[src/rtl/core/bfms_pkg.sv]
// Package for the bar-graph frame matrix scanner: widths, codes, FSM states
// and the thermometer-code helper. No dependencies.
`default_nettype none

package bfms_pkg;

  // Defaults for the top-level parameters
  localparam int ROWS_DEF    = 8;
  localparam int COLUMNS_DEF = 3;

  // Field and register widths
  localparam int BYTE_W     = 8;
  localparam int ROW_OUT_W  = 3;
  localparam int COL_OUT_W  = 3;
  localparam int CFG_ADDR_W = 2;
  localparam int PAT_W      = 8;

  // Shared divider: numerator is (v-low)*7, quotient is a level step 0..7
  localparam int NUM_W = 11;
  localparam int DEN_W = 8;
  localparam int Q_W   = 3;

  localparam logic [BYTE_W-1:0] FRAME_END = 8'hFF;

  // Register index codes on the configuration port
  typedef enum logic [CFG_ADDR_W-1:0] {
    REG_FIRST_LOW  = 2'd0,
    REG_FIRST_HIGH = 2'd1,
    REG_OTHER_LOW  = 2'd2,
    REG_OTHER_HIGH = 2'd3
  } cfg_reg_t;

  // Frame sequencer states
  typedef enum logic [1:0] {
    ST_IDLE,
    ST_LOAD,
    ST_WAIT
  } seq_state_t;

  // Thermometer code for level q+1: (2^(q+1))-1
  function automatic logic [PAT_W-1:0] therm_code(input logic [Q_W-1:0] q);
    logic [PAT_W:0] t;
    t = ((PAT_W+1)'(1) << (4'(q) + 4'd1)) - (PAT_W+1)'(1);
    return t[PAT_W-1:0];
  endfunction

endpackage

`default_nettype wire

[src/rtl/core/bfms_level_div.sv]
// Shared restoring divider for the bar level: one quotient bit per cycle.
// Depends on bfms_pkg.
`default_nettype none

module bfms_level_div (
  input  wire logic                    clk,
  input  wire logic                    rst_n,
  input  wire logic                    start,
  input  wire logic [bfms_pkg::NUM_W-1:0] num,
  input  wire logic [bfms_pkg::DEN_W-1:0] den,
  output logic                         done,
  output logic [bfms_pkg::Q_W-1:0]     quot
);
  import bfms_pkg::*;

  logic             busy_r;
  logic             done_r;
  logic [1:0]       step_r;
  logic [NUM_W-1:0] rem_r;
  logic [DEN_W-1:0] den_r;
  logic [Q_W-1:0]   quot_r;
  logic [NUM_W-1:0] shifted;
  logic             fits;

  // Trial subtract of the divisor aligned to the current quotient bit
  always_comb begin
    shifted = NUM_W'(den_r) << step_r;
    fits    = (rem_r >= shifted);
  end

  // Control
  always_ff @(posedge clk) begin
    if (!rst_n) begin
      busy_r <= 1'b0;
      done_r <= 1'b0;
    end else begin
      done_r <= !start && busy_r && (step_r == 2'd0);
      if (start) begin
        busy_r <= 1'b1;
      end else if (busy_r && step_r == 2'd0) begin
        busy_r <= 1'b0;
      end
    end
  end

  // Datapath
  always_ff @(posedge clk) begin
    if (start) begin
      rem_r  <= num;
      den_r  <= den;
      step_r <= 2'(Q_W - 1);
      quot_r <= '0;
    end else if (busy_r) begin
      if (fits) begin
        rem_r <= rem_r - shifted;
      end
      quot_r <= {quot_r[Q_W-2:0], fits};
      if (step_r != 2'd0) begin
        step_r <= step_r - 2'd1;
      end
    end
  end

  assign done = done_r;
  assign quot = quot_r;

endmodule

`default_nettype wire

[src/rtl/core/bargraph_frame_matrix_scanner.sv]
// A tick request gives its result in the output register in the cycle after acceptance;
// a data byte shifts into the window on acceptance. A frame-end byte (0xFF) keeps the
// block busy while, per column, the sequencer starts (ST_LOAD) and awaits (ST_WAIT) the
// shared 3-step divider. Otherwise one request per cycle while the result stream is not stalled.
// Reset (rst_n, synchronous) restores register defaults, clears window, bars and row.
// Top level: stream ports, config registers, frame sequencer; uses bfms_pkg, bfms_level_div.
`default_nettype none

module bargraph_frame_matrix_scanner #(
  parameter int ROWS    = bfms_pkg::ROWS_DEF,
  parameter int COLUMNS = bfms_pkg::COLUMNS_DEF
) (
  input  wire logic                           clk,
  input  wire logic                           rst_n,
  // Input stream
  input  wire logic                           in_tvalid,
  output logic                                in_tready,
  input  wire logic [bfms_pkg::BYTE_W-1:0]    in_tdata,   // [7:0] rx_data
  input  wire logic                           in_tuser,   // [0] func
  // Result stream
  output logic                                out_tvalid,
  input  wire logic                           out_tready,
  output logic [7:0]                          out_tdata,  // [2:0] active_row, [5:3] column_bits
  // Configuration
  input  wire logic                           cfg_we,
  input  wire logic [bfms_pkg::CFG_ADDR_W-1:0] cfg_addr,
  input  wire logic [bfms_pkg::BYTE_W-1:0]    cfg_wdata
);
  import bfms_pkg::*;

  localparam int ROW_W = (ROWS > 1) ? $clog2(ROWS) : 1;
  localparam int COL_W = (COLUMNS > 1) ? $clog2(COLUMNS) : 1;

  // Configuration registers
  logic [BYTE_W-1:0] first_low_r, first_high_r, other_low_r, other_high_r;

  always_ff @(posedge clk) begin
    if (!rst_n) begin
      first_low_r  <= 8'd30;
      first_high_r <= 8'd97;
      other_low_r  <= 8'd0;
      other_high_r <= 8'd100;
    end else if (cfg_we) begin
      case (cfg_reg_t'(cfg_addr))
        REG_FIRST_LOW:  first_low_r  <= cfg_wdata;
        REG_FIRST_HIGH: first_high_r <= cfg_wdata;
        REG_OTHER_LOW:  other_low_r  <= cfg_wdata;
        REG_OTHER_HIGH: other_high_r <= cfg_wdata;
        default: ;
      endcase
    end
  end

  // State
  seq_state_t        state_r, state_nxt;
  logic [COL_W-1:0]  col_r, col_nxt;
  logic [BYTE_W-1:0] win_r [COLUMNS];
  logic [PAT_W-1:0]  pat_r [COLUMNS];
  logic [ROW_W-1:0]  row_r;
  logic              out_valid_r;
  logic [ROW_OUT_W-1:0] out_row_r;
  logic [COL_OUT_W-1:0] out_bits_r;

  // Handshake
  logic in_acc, is_tick, is_frame_end;
  assign in_tready    = (state_r == ST_IDLE) && (!out_valid_r || out_tready);
  assign in_acc       = in_tvalid && in_tready;
  assign is_tick      = in_tuser;
  assign is_frame_end = !is_tick && (in_tdata == FRAME_END);

  // Divider operand setup for the current column
  logic [BYTE_W-1:0] lo, hi, x, x_cl, diff;
  logic [NUM_W-1:0]  div_num;
  logic [DEN_W-1:0]  div_den;
  logic              div_start, div_done;
  logic [Q_W-1:0]    div_quot;

  always_comb begin
    lo   = (col_r == '0) ? first_low_r  : other_low_r;
    hi   = (col_r == '0) ? first_high_r : other_high_r;
    x    = win_r[col_r];
    x_cl = (x < lo) ? lo : ((x > hi) ? hi : x);
    diff = x_cl - lo;
    if (hi <= lo) begin
      // Empty or inverted range: force quotient 7, i.e. full bar
      div_num = NUM_W'(7);
      div_den = DEN_W'(1);
    end else begin
      div_num = {diff, 3'b000} - NUM_W'(diff);
      div_den = hi - lo;
    end
  end

  assign div_start = (state_r == ST_LOAD);

  bfms_level_div u_div (
    .clk   (clk),
    .rst_n (rst_n),
    .start (div_start),
    .num   (div_num),
    .den   (div_den),
    .done  (div_done),
    .quot  (div_quot)
  );

  // Frame sequencer
  logic store_en, last_col;
  assign last_col = (col_r == COL_W'(COLUMNS - 1));

  always_comb begin
    state_nxt = state_r;
    col_nxt   = col_r;
    store_en  = 1'b0;
    case (state_r)
      ST_IDLE: begin
        if (in_acc && is_frame_end) begin
          state_nxt = ST_LOAD;
          col_nxt   = '0;
        end
      end
      ST_LOAD: state_nxt = ST_WAIT;
      ST_WAIT: begin
        if (div_done) begin
          store_en = 1'b1;
          if (last_col) begin
            state_nxt = ST_IDLE;
          end else begin
            col_nxt   = col_r + COL_W'(1);
            state_nxt = ST_LOAD;
          end
        end
      end
      default: state_nxt = ST_IDLE;
    endcase
  end

  always_ff @(posedge clk) begin
    if (!rst_n) begin
      state_r <= ST_IDLE;
      col_r   <= '0;
    end else begin
      state_r <= state_nxt;
      col_r   <= col_nxt;
    end
  end

  // Byte window: plain bytes shift in at once, frame end after the bars are done
  logic              shift_en;
  logic [BYTE_W-1:0] shift_byte;
  assign shift_en   = (in_acc && !is_tick && !is_frame_end) || (store_en && last_col);
  assign shift_byte = (state_r == ST_IDLE) ? in_tdata : FRAME_END;

  always_ff @(posedge clk) begin
    if (!rst_n) begin
      for (int c = 0; c < COLUMNS; c++) begin
        win_r[c] <= '0;
      end
    end else if (shift_en) begin
      for (int c = 0; c < COLUMNS - 1; c++) begin
        win_r[c] <= win_r[c+1];
      end
      win_r[COLUMNS-1] <= shift_byte;
    end
  end

  // Bar patterns
  always_ff @(posedge clk) begin
    if (!rst_n) begin
      for (int c = 0; c < COLUMNS; c++) begin
        pat_r[c] <= '0;
      end
    end else if (store_en) begin
      pat_r[col_r] <= therm_code(div_quot);
    end
  end

  // Row scan on tick
  logic [ROW_W-1:0]     row_nxt;
  logic [2:0]           row_bit;
  logic                 row_lit;
  logic [COL_OUT_W-1:0] bits_nxt;

  assign row_nxt = (row_r == ROW_W'(ROWS - 1)) ? '0 : row_r + ROW_W'(1);
  assign row_bit = 3'(row_nxt);
  assign row_lit = (5'(row_nxt) < 5'd8);

  for (genvar g = 0; g < COL_OUT_W; g++) begin : g_bits
    if (g < COLUMNS) begin : g_col
      assign bits_nxt[g] = row_lit && pat_r[g][row_bit];
    end else begin : g_none
      assign bits_nxt[g] = 1'b0;
    end
  end

  always_ff @(posedge clk) begin
    if (!rst_n) begin
      row_r       <= '0;
      out_valid_r <= 1'b0;
    end else begin
      if (in_acc && is_tick) begin
        row_r       <= row_nxt;
        out_valid_r <= 1'b1;
      end else if (out_tready) begin
        out_valid_r <= 1'b0;
      end
    end
  end

  always_ff @(posedge clk) begin
    if (in_acc && is_tick) begin
      out_row_r  <= ROW_OUT_W'(row_nxt);
      out_bits_r <= bits_nxt;
    end
  end

  assign out_tvalid = out_valid_r;
  assign out_tdata  = {2'b00, out_bits_r, out_row_r};

endmodule

`default_nettype wire
[config.mk]
export PLATFORM = sky130hd
export DESIGN_NAME = bargraph_frame_matrix_scanner
export DESIGN_NICKNAME = d
export VERILOG_FILES = /design/src/rtl/core/bfms_pkg.sv /design/src/rtl/core/bfms_level_div.sv /design/src/rtl/core/bargraph_frame_matrix_scanner.sv
export SDC_FILE = /design/constraint.sdc
export NUM_CORES = 1
export LEC_CHECK = 0
export ABC_AREA = 1
export ABC_CLOCK_PERIOD_IN_PS = 10760
export BUFFER_PORTS_ARGS = -buffer_cell sky130_fd_sc_hd__clkbuf_2
export CAP_MARGIN = 20
export CORE_ASPECT_RATIO = 0.7
export CORE_MARGIN = 5
export CORE_UTILIZATION = 40
export CTS_CLUSTER_DIAMETER = 60
export DETAILED_ROUTE_END_ITERATION = 7
export PLACE_DENSITY = 0.54
export REMOVE_ABC_BUFFERS = 1
export SLEW_MARGIN = 10
export SYNTH_ARGS = -nofsm -noshare
export SYNTH_HDL_FRONTEND = slang
export SYNTH_SLANG_ARGS = --single-unit
[constraint.sdc]
create_clock -name clk -period 10.76 [get_ports clk]
set_input_delay 1.076 -clock clk [delete_from_list [all_inputs] [get_ports clk]]
set_output_delay 1.076 -clock clk [all_outputs]
set_load 0.02 [all_outputs]
After elaboration in Yosys (flattened, before gate mapping) --
Memories as Yosys holds them, arrays and structs flattened. A register that Yosys moved wholly into a read port is not among the register bits. Cells that the tools add are included. W data, S select, Z words.
Operators by class: multiplexer cells 45, reduce and logical (&&, ||, !) cells 36, magnitude comparators 5, shift-type cells 2, bitwise logic cells 3, add/subtract/negate cells 9, equal/unequal tests 11
Operators by type and width (number):
- $mux W8 | 9
- $mux W11 | 4
- $mux W1 | 18
- $mux W2 | 8
- $sub A8 B8 Y8 | 2
- $reduce_and A2 Y1 | 7
- $reduce_bool A2 Y1 | 6
- $ge A11 B11 Y1 | 1
- $logic_and A1 B1 Y1 | 11
- $shl A8 B2 Y11 | 1
- $sub A11 B11 Y11 | 1
- $sub A11 B8 Y11 | 1
- $bmux W1 S3 | 3
- $eq A2 B2 Y1 const B | 4
- $eq A8 B8 Y1 const B | 1
- $gt A8 B8 Y1 | 1
- $le A8 B8 Y1 | 1
- $logic_not A2 Y1 | 4
- $lt A8 B8 Y1 | 1
- $reduce_or A8 Y1 | 1
- $shl A1 B4 Y8 const A | 1
- $sub A8 B2 Y8 const B | 1
- $pmux W2 S3 | 1
- $add A3 B1 Y4 const B | 1
- other kinds (14) | 22
Word-level totals: output and inout bits 10, input bits 24, memories kept 2, memory bits (writable) 48, word-level logic and storage cells 129, flip-flop bits (word level) 72
Memory list:
- pat_r | depth 3, bits a word 8, read ports 3, clocked after memory_dff 0, write ports 3, RTL line bargraph_frame_matrix_scanner.sv:58 | logic [PAT_W-1:0] pat_r [COLUMNS];
- win_r | depth 3, bits a word 8, read ports 3, clocked after memory_dff 1, write ports 3, RTL line bargraph_frame_matrix_scanner.sv:57 | logic [BYTE_W-1:0] win_r [COLUMNS];

Depth between registers and ports, before layout --
Gate-level depths: netlist of run 1.
depth in word-level cells 11, gate-level depth with buffers 38, mapped depth without buffers 36

By module --
From an unflattened synthesis of run 1, not the netlist that was laid out.
Unflattened totals: cells, all modules 957, area, all modules 7479.7 um^2
Modules (own cells, without submodules):
- bargraph_frame_matrix_scanner | instances 1, area an instance 5704.2 um^2, seq. area each 2462.4 um^2, cells each 723
- bfms_level_div | instances 1, area an instance 1775.5 um^2, seq. area each 710.7 um^2, cells each 234

Worst setup path before layout of run 1 --
Ideal clock, no wire load.
kind reg-to-reg, from reg col_r[0], to reg u_div.rem_r[10] (data pin), path slack 5.905 ns, period minus slack after synthesis 4.855 ns, required time 10.507 ns, cell stages (with the launch flop) 31, arrival time 4.602 ns, path buffers 3, setup time 0.253 ns, path through dfxtp_1 > inv_1 > ha_1 > buf_6 > clkbuf_1 > o21ai_0 > inv_1 > ha_1 > a21oi_1 > nor2_1 > a211oi_1 > nand2_2 > nand2_4 > clkbuf_1 > o21ai_0 > nand2_1 > o21ai_0 > ha_1 > a21oi_1 > nand2_1 > a21oi_2 > o21bai_4 > xor2_4 > ha_1 > a31oi_1 > nand2_1 > nand2_1 > nand2_1 > a211o_1 > nand3_1 > nand2_1
Between the ends: word-level cells in the longest chain between the ends 9, elaborated cells on any way between the ends 12, those cells by class 2 x add/sub; 3 x order compare; 6 x mux; 1 x reduce/logical
Ends and longest elaborated chain:
- start: declaration | RTL line bargraph_frame_matrix_scanner.sv:56 | logic [COL_W-1:0] col_r, col_nxt;
- start signal: assignment | RTL line bargraph_frame_matrix_scanner.sv:143 | col_r <= col_nxt;
- $logic_not A2 Y1 * | RTL line bargraph_frame_matrix_scanner.sv:79, bargraph_frame_matrix_scanner.sv:80
- $mux W8 | RTL line bargraph_frame_matrix_scanner.sv:80 | hi = (col_r == '0) ? first_high_r : other_high_r;
- $gt A8 B8 Y1 | RTL line bargraph_frame_matrix_scanner.sv:82 | x_cl = (x < lo) ? lo : ((x > hi) ? hi : x);
- $mux W8 (2 in a row) | RTL line bargraph_frame_matrix_scanner.sv:82
- $sub A8 B8 Y8 | RTL line bargraph_frame_matrix_scanner.sv:83 | diff = x_cl - lo;
- $sub A11 B8 Y11 | RTL line bargraph_frame_matrix_scanner.sv:89 | div_num = {diff, 3'b000} - NUM_W'(diff);
- $mux W11 * | RTL line bargraph_frame_matrix_scanner.sv:84 | if (hi <= lo) begin
- $mux W11 * | RTL line bfms_level_div.sv:48 | if (start) begin
- end signal: assignment | RTL line bfms_level_div.sv:49 | rem_r <= num;
- end signal: assignment | RTL line bfms_level_div.sv:55 | rem_r <= rem_r - shifted;
- end: declaration | RTL line bfms_level_div.sv:19 | logic [NUM_W-1:0] rem_r;
Every way passes the cells marked *; elsewhere a longest branch is shown, timed or not. A chain may end at the register's enable or synchronous reset.

Final worst setup path of run 1 --
Same ends and word-level chain as after synthesis.

==> results.yml, run 1 <==
synth:
  synth_largest_area_cell: "edfxtp_1"
  synth.distinct_cells: 53
  yosys-top-cells-area: "edfxtp_1 30%, dfxtp_1 13%, ha_1 9.0%"
  syn_inst: 914
  synthArstFlopShare_pct: 0
  synth_top_family_by_area: "simple AND/OR/NAND/NOR gates"
  ys.flop_type: "edfxtp_1"
  synth_compound_area_share_pct: 14.55
  netlist.area_leader.share_pct: 29.68
  synthSimpleGateAreaFrac_pct: 22.41
  yosys.area_share.xor_xnor_pct: 2.016
  synthMuxAreaShare_pct: 0.1355
  yosysSeqAreaShare_pct: 42.96
  synth_edf_count: 73
  ys_ff_latch: 122
  synth-adder-area-share_pct: 9.521
  syn_area_um2: 7386
  syn_area_per_cell_um2: 8.081
  ys.warnings.count: 0
clocking:
  clock-sinks: 122
  cts-resized-gates: 0
  htree_num_levels: 4
  post_cts_buffers: 0
  clk_latency_ps: 430
  cts_buffers: 17
  cts_hold_buf: 0
  cts_tree: "done"
  clk_pin_slew_ps: 60
  clockBufferDepth: 2
  cts-root-buf: "clkbuf_16"
placement:
  dp_hpwl_um: 13260
  io_buffers: 31
  post-place-ws_ps: 4842
  dp.cells: 1163
  place_congestion: 0.8253
worst_setup_path:
  crit_path_max_incr_delay_ps: 880
  cp_max_fo: 20
  cp.required_ps: 10940
  end_kind: "register"
  cp.arrival_ps: 6180
  crit_type: "reg -> reg"
  worst-path-stages: 25
  worstSetupStartpointType: "register"
  worstRegToRegCells: 25
  cp_slowest_cell: "o21ai_0"
  cp_num_buf_inv: 4
  crit_top_cell: "nand2_1"
  cp_top_family: "adder cells"
die:
  num_rows: 41
  die_w_um: 172.4
  chipHeight_um: 123.7
  die_area_um2: 21330
  initial_core_util_pct: 40.90
  io-pin-count: 34
  core-area_um2: 18060
power:
  finalPower_mw: 1.477
  p_leak_nw: 3.802
  vdd_drop_max_v: 0.0001003
  powerDensity_nw_per_um2: 176.5
route:
  vias_per_cell: 4.986
  wire_per_inst_um: 14.80
  dr.pass1.iters: 6
  vias: 5963
  route.final.wire_length_um: 17700
  ant_nets: 0
  drcViolationCount: 0
  drtIter0Drc: 411
cells_and_area:
  final_cells: 1196
  area_growth_pct: 13.32
  drive_gt1_share_pct: 12.08
  nets: 1026
  diodes: 0
timing:
  final_max_slew_viol_count: 0
  max_freq_mhz: 166.6
  layout_setup_ws_ps: 4759
  maxSlewHeadroom_pct: 32.67
  rsz0062_at_grt: "false"
  period_share_pct: 55.77
  setup_tns_ps: 0
  layout_min_cycle_time_ps: 6001
  finalSetupViolations: 0
  tightestPinTransition_ps: 999.4
  worst_clock_skew_ps: 18.99
  hold_violations: 0
grt:
  grt_pass1_wl_um: 29430
  grt_max_degree: 38
  antenna_found_initial: 0
  grt_use_total_pct: 17.72
  overflow: 0
  grt_pass1_vias: 5723
flow_run:
  max_cap_violations: 0
run_status:
  status: "finished, final reports clean"
min_path:
  min_path_cells: 2
  hp-class: "reg -> reg"
[cells in the mapped netlist, types with 7 or more instances]
master      n
a21oi_1    56
nor2_1    126
dfxtp_1    49
edfxtp_1   73
nand2_2    13
o21ai_0    92
nand3_1    37
a22oi_1     7
clkbuf_1   17
nor3_1      7
xor2_1     10
nand2_1   155
ha_1       53
inv_1     125
a31oi_1     7
nand4_1    10
[worst min-delay path, delay by kind of cell (launching register included)]
| kind | cells | cell delay (ps) |
|---|---|---|
| AOI/OAI and AO/OA | 1 | 60 |
| buffers and inverters | 1 | 60 |
| DFF | 1 | 290 |
[layer usage]
metal	vias up	global-route usage, %	routed length, um
li1	3102	-	-
met1	2718	27.41	9667
met2	126	24.51	6890
met3	17	4.061	917
met4	0	4.909	226
met5	-	0	0
[cells in the final DEF (no fill, tap or decap), types with 7 or more instances in the layout]
cell,synthesis,layout
nand2_1,155,155
nor2_1,126,126
inv_1,125,125
o21ai_0,92,92
edfxtp_1,73,73
a21oi_1,56,56
ha_1,53,53
dfxtp_1,49,49
nand3_1,37,37
clkbuf_2,0,31
clkbuf_16,0,17
nand2_2,13,13
xor2_1,10,10
nand4_1,10,10
inv_6,1,10
nor3_1,7,7
a31oi_1,7,7
a22oi_1,7,7
[power by group]
group / total, mW / internal, mW / switching, mW
Combinational: 0.355 / 0.127 / 0.228
Sequential: 0.532 / 0.520 / 0.0120
Clock: 0.591 / 0.350 / 0.241
[stage by stage]
stage	utilization [%]	hold WS (ps)	cell area, um^2
6_report	46.35	461.1	8369
5_1_grt	46.35	471.6	8369
2_1_floorplan	-	421.4	7281
3_5_place_dp	42.98	438.8	7761
3_3_place_gp	42.98	438.4	7761
4_1_cts	46.31	454.5	8362
[cell type report]
| class | instances | area [um^2] |
|---|---|---|
| clock buffer | 17 | 425.4 |
| sequential | 122 | 3173 |
| timing repair buffer | 36 | 192.7 |
| fill | 1816 | 9688 |
| inverter | 133 | 504.2 |
| clock inverter | 15 | 175.2 |
| multi-input combinational | 637 | 3603 |
| tap | 236 | 295.3 |
[flip-flops by register name, summed over array words and instances, names as in the netlist, named ones only]
signal / count
pat_r: 24
win_r: 24
u_div.rem_r: 11
first_high_r: 8
first_low_r: 8
other_high_r: 8
other_low_r: 8
u_div.den_r: 8
out_bits_r: 3
out_row_r: 3
row_r: 3
u_div.quot: 3
col_r: 2
state_r: 2
u_div.step_r: 2
out_tvalid: 1
u_div.busy_r: 1
u_div.done: 1
[final timing paths]
kind,start,end,slack (ps)
setup / recovery,col_r[0],u_div.rem_r[10],4760
hold / removal,other_low_r[4],other_low_r[4],460
setup reg to reg,col_r[0],u_div.rem_r[10],4760
hold reg to reg,other_low_r[4],other_low_r[4],460
[cells by family after synthesis]
family	after synthesis
buf+inv	156
flops	122
xor+xnor	14
fa+ha+maj	55
other cells	2
mux	1
simple gates	373
compound gates	191
(Power assumes the default switching activity.)
==> inputs of run 2 (changes only) <==
Settings changed: ABC_AREA 1 to 0, ABC_CLOCK_PERIOD_IN_PS 10760 to 5700.
Clock period 10.76 ns to 5.7 ns, I/O delays scaled along.
==> run 2 against run 1 <==
Wire length fell by 0.16%. Final area rose by 5.4%. Critical path type unchanged. Total power rose by 88%. Critical path depth did not move. First-iteration DRC count fell by 14%.
==> results.yml, run 2 <==
run_status:
  status: "finished, final reports clean"
route:
  dr.pass1.iters: 5
  ant_nets: 0
  route.final.wire_length_um: 17670
  wire_per_inst_um: 16.70
  drcViolationCount: 0
  vias_per_cell: 5.423
  vias: 5738
  drtIter0Drc: 352
clocking:
  htree_num_levels: 4
  clk_latency_ps: 420
  clk_pin_slew_ps: 60
  cts_hold_buf: 0
  cts_buffers: 17
  cts-root-buf: "clkbuf_16"
  cts_tree: "done"
  clockBufferDepth: 2
  clock-sinks: 122
synth:
  ys_ff_latch: 122
  yosys-top-cells-area: "edfxtp_1 29%, dfxtp_1 13%, ha_1 8.9%"
  ys.warnings.count: 0
  ys.flop_type: "edfxtp_1"
  synthArstFlopShare_pct: 0
  yosysSeqAreaShare_pct: 42.42
  syn_area_um2: 7480
  synth_largest_area_cell: "edfxtp_1"
  netlist_top_cells_count: "73 x edfxtp_1, 73 x nand2_1, 53 x ha_1, 53 x mux2i_1, 51 x nor2_1"
  syn_area_per_cell_um2: 10.05
  netlist.area_leader.share_pct: 29.31
  synth_edf_count: 73
  synth.distinct_cells: 77
  syn_inst: 744
worst_setup_path:
  cp_num_buf_inv: 2
  cp.required_ps: 5880
  cp_slowest_cell: "a2111o_1"
  crit_path_max_incr_delay_ps: 400
  end_kind: "register"
  cp_top_family: "compound AO/OA/AOI/OAI gates"
  crit_top_cell: "ha_1"
  worstSetupStartpointType: "register"
  cp_max_fo: 8
  crit_type: "reg -> reg"
  cp.arrival_ps: 5580
timing:
  rsz0062_at_grt: "true"
  final_max_slew_viol_count: 0
  hold_violations: 0
  layout_min_cycle_time_ps: 5404
  period_share_pct: 94.80
  max_freq_mhz: 185.1
  worst_clock_skew_ps: 13.20
  maxSlewHeadroom_pct: 41.81
  layout_setup_ws_ps: 296.3
  tightestPinTransition_ps: 869.7
  finalSetupViolations: 0
  setup_tns_ps: 0
cells_and_area:
  drive_gt1_share_pct: 19.83
  area_growth_pct: 17.98
  final_common_cell: "edfxtp_1"
  nFillCells: 1652
  reg_top3: "pat_r x24, win_r x24, u_div.rem_r x11"
  final_cell_mix: "73 x edfxtp_1, 72 x nand2_1, 50 x nor2_1, 50 x ha_1, 49 x mux2i_1"
  diodes: 0
  final_area_um2: 8825
  final_cells: 1058
  nets: 888
placement:
  post-place-ws_ps: -61.88
  dp.cells: 1016
  dp_hpwl_um: 13440
  io_buffers: 31
  dpl_cell_area_um2: 8078
  place_congestion: 0.8964
power:
  p_leak_nw: 3.710
  powerDensity_nw_per_um2: 315.2
  finalPower_mw: 2.781
  vdd_drop_max_v: 0.0001616
die:
  chipHeight_um: 124.4
  die_w_um: 173.4
  core-area_um2: 18210
  die_area_um2: 21580
  num_rows: 41
  initial_core_util_pct: 41.07
  io-pin-count: 34
grt:
  antenna_found_initial: 0
  grt_pass1_vias: 5729
  overflow: 0
  grt_pass1_wl_um: 29110
  grt_max_degree: 65
  grt_use_total_pct: 16.68
min_path:
  hp-class: "in -> reg"
flow_run:
  max_cap_violations: 0
-- run 2: changes by cell type after synthesis, sizes merged, moves of 26 or more --
cell and delta:
inv -89, nor2b +26, o21ai -48, nor2 -78
mux2i +52, nand2 -100, a21oi -33
-- run 2: routing by layer --
metal  part of all wire, %  GRT usage, %  routed length (um)  vias up
met5                     0             0                   0        -
met2                    42         23.93                7420      126
met1                    51         24.88                9040     2755
met3                   6.0         4.490                1056       19
li1                      -             -                   -     2838
met4                  0.88         3.987                 156        0
-- run 2: cell families after synthesis --
family                     Yosys count  synth area share [%]
DFF                                122                 42.42
other                                2                0.1004
muxes                               70                 10.61
and+or+nand+nor                    241                 16.14
AOI/OAI and AO/OA                  149                 13.42
xor gates and xnor gates            28                 3.530
buffers and inverters               74                 3.948
adders and majority gates           58                 9.836
-- run 2: area by class of cell --
class	count	area [um^2]	share of cell area, %
Inverter	41	153.9	1.744
Tap cell	236	295.3	3.346
Multi-Input combinational cell	549	4114	46.62
Sequential cell	122	3176	35.98
Timing Repair Buffer	78	511.7	5.799
Clock inverter	13	141.4	1.602
Clock buffer	19	432.9	4.906
-- run 2: repair_timing --
action | 4_1_cts | 5_1_grt
gates resized for setup | 2 | 26
hold endpoints to repair | 0 | 0
setup buffers | 0 | 10
pin swaps | 0 | 13
setup endpoints to repair | 2 | 4
-- run 2: worst register-to-register path, cell delays in order (launching register included) --
cell and delay, ps:
dfxtp_1 330, inv_2 80, ha_4 220, mux2i_2 250, ha_1 280, a211oi_2 250
nor2_2 80, a2111o_1 400, a31o_1 230, nand2_2 100, buf_4 150, o21ai_1 60
nand2_1 60, o21ai_0 100, ha_1 280, nor2b_1 150, a311o_1 320, a211oi_2 240
ha_1 280, or3_1 330, o21ai_0 70, o21ai_1 130, a21oi_2 270, or3_1 150
a31oi_1 80, a211o_1 270
-- run 2: final timing paths --
check / from / endpoint / slack [ps] / cells past startpoint
worst max-delay path: col_r[1] / u_div.rem_r[8] / 300 / 25
worst min-delay path: cfg_wdata[2] / first_low_r[2] / 420 / 3
worst max register to register: col_r[1] / u_div.rem_r[8] / 300 / 25
worst min register to register: other_high_r[6] / other_high_r[6] / 470 / 2
-- run 2: where the power goes --
group | total [mW] | switching, mW | leakage [nW] | internal [mW]
clock | 1.07 | 0.422 | 0.276 | 0.647
combinational | 0.718 | 0.385 | 2.31 | 0.334
sequential | 0.995 | 0.0212 | 1.13 | 0.973
-- run 2: through the flow --
stage / utilization [%] / hold WS (ps)
2_1_floorplan: - / 437.8
3_3_place_gp: 44.36 / 457.5
3_5_place_dp: 44.36 / 456.4
4_1_cts: 47.52 / 409.2
5_1_grt: 48.46 / 431.4
6_report: 48.46 / 419.8
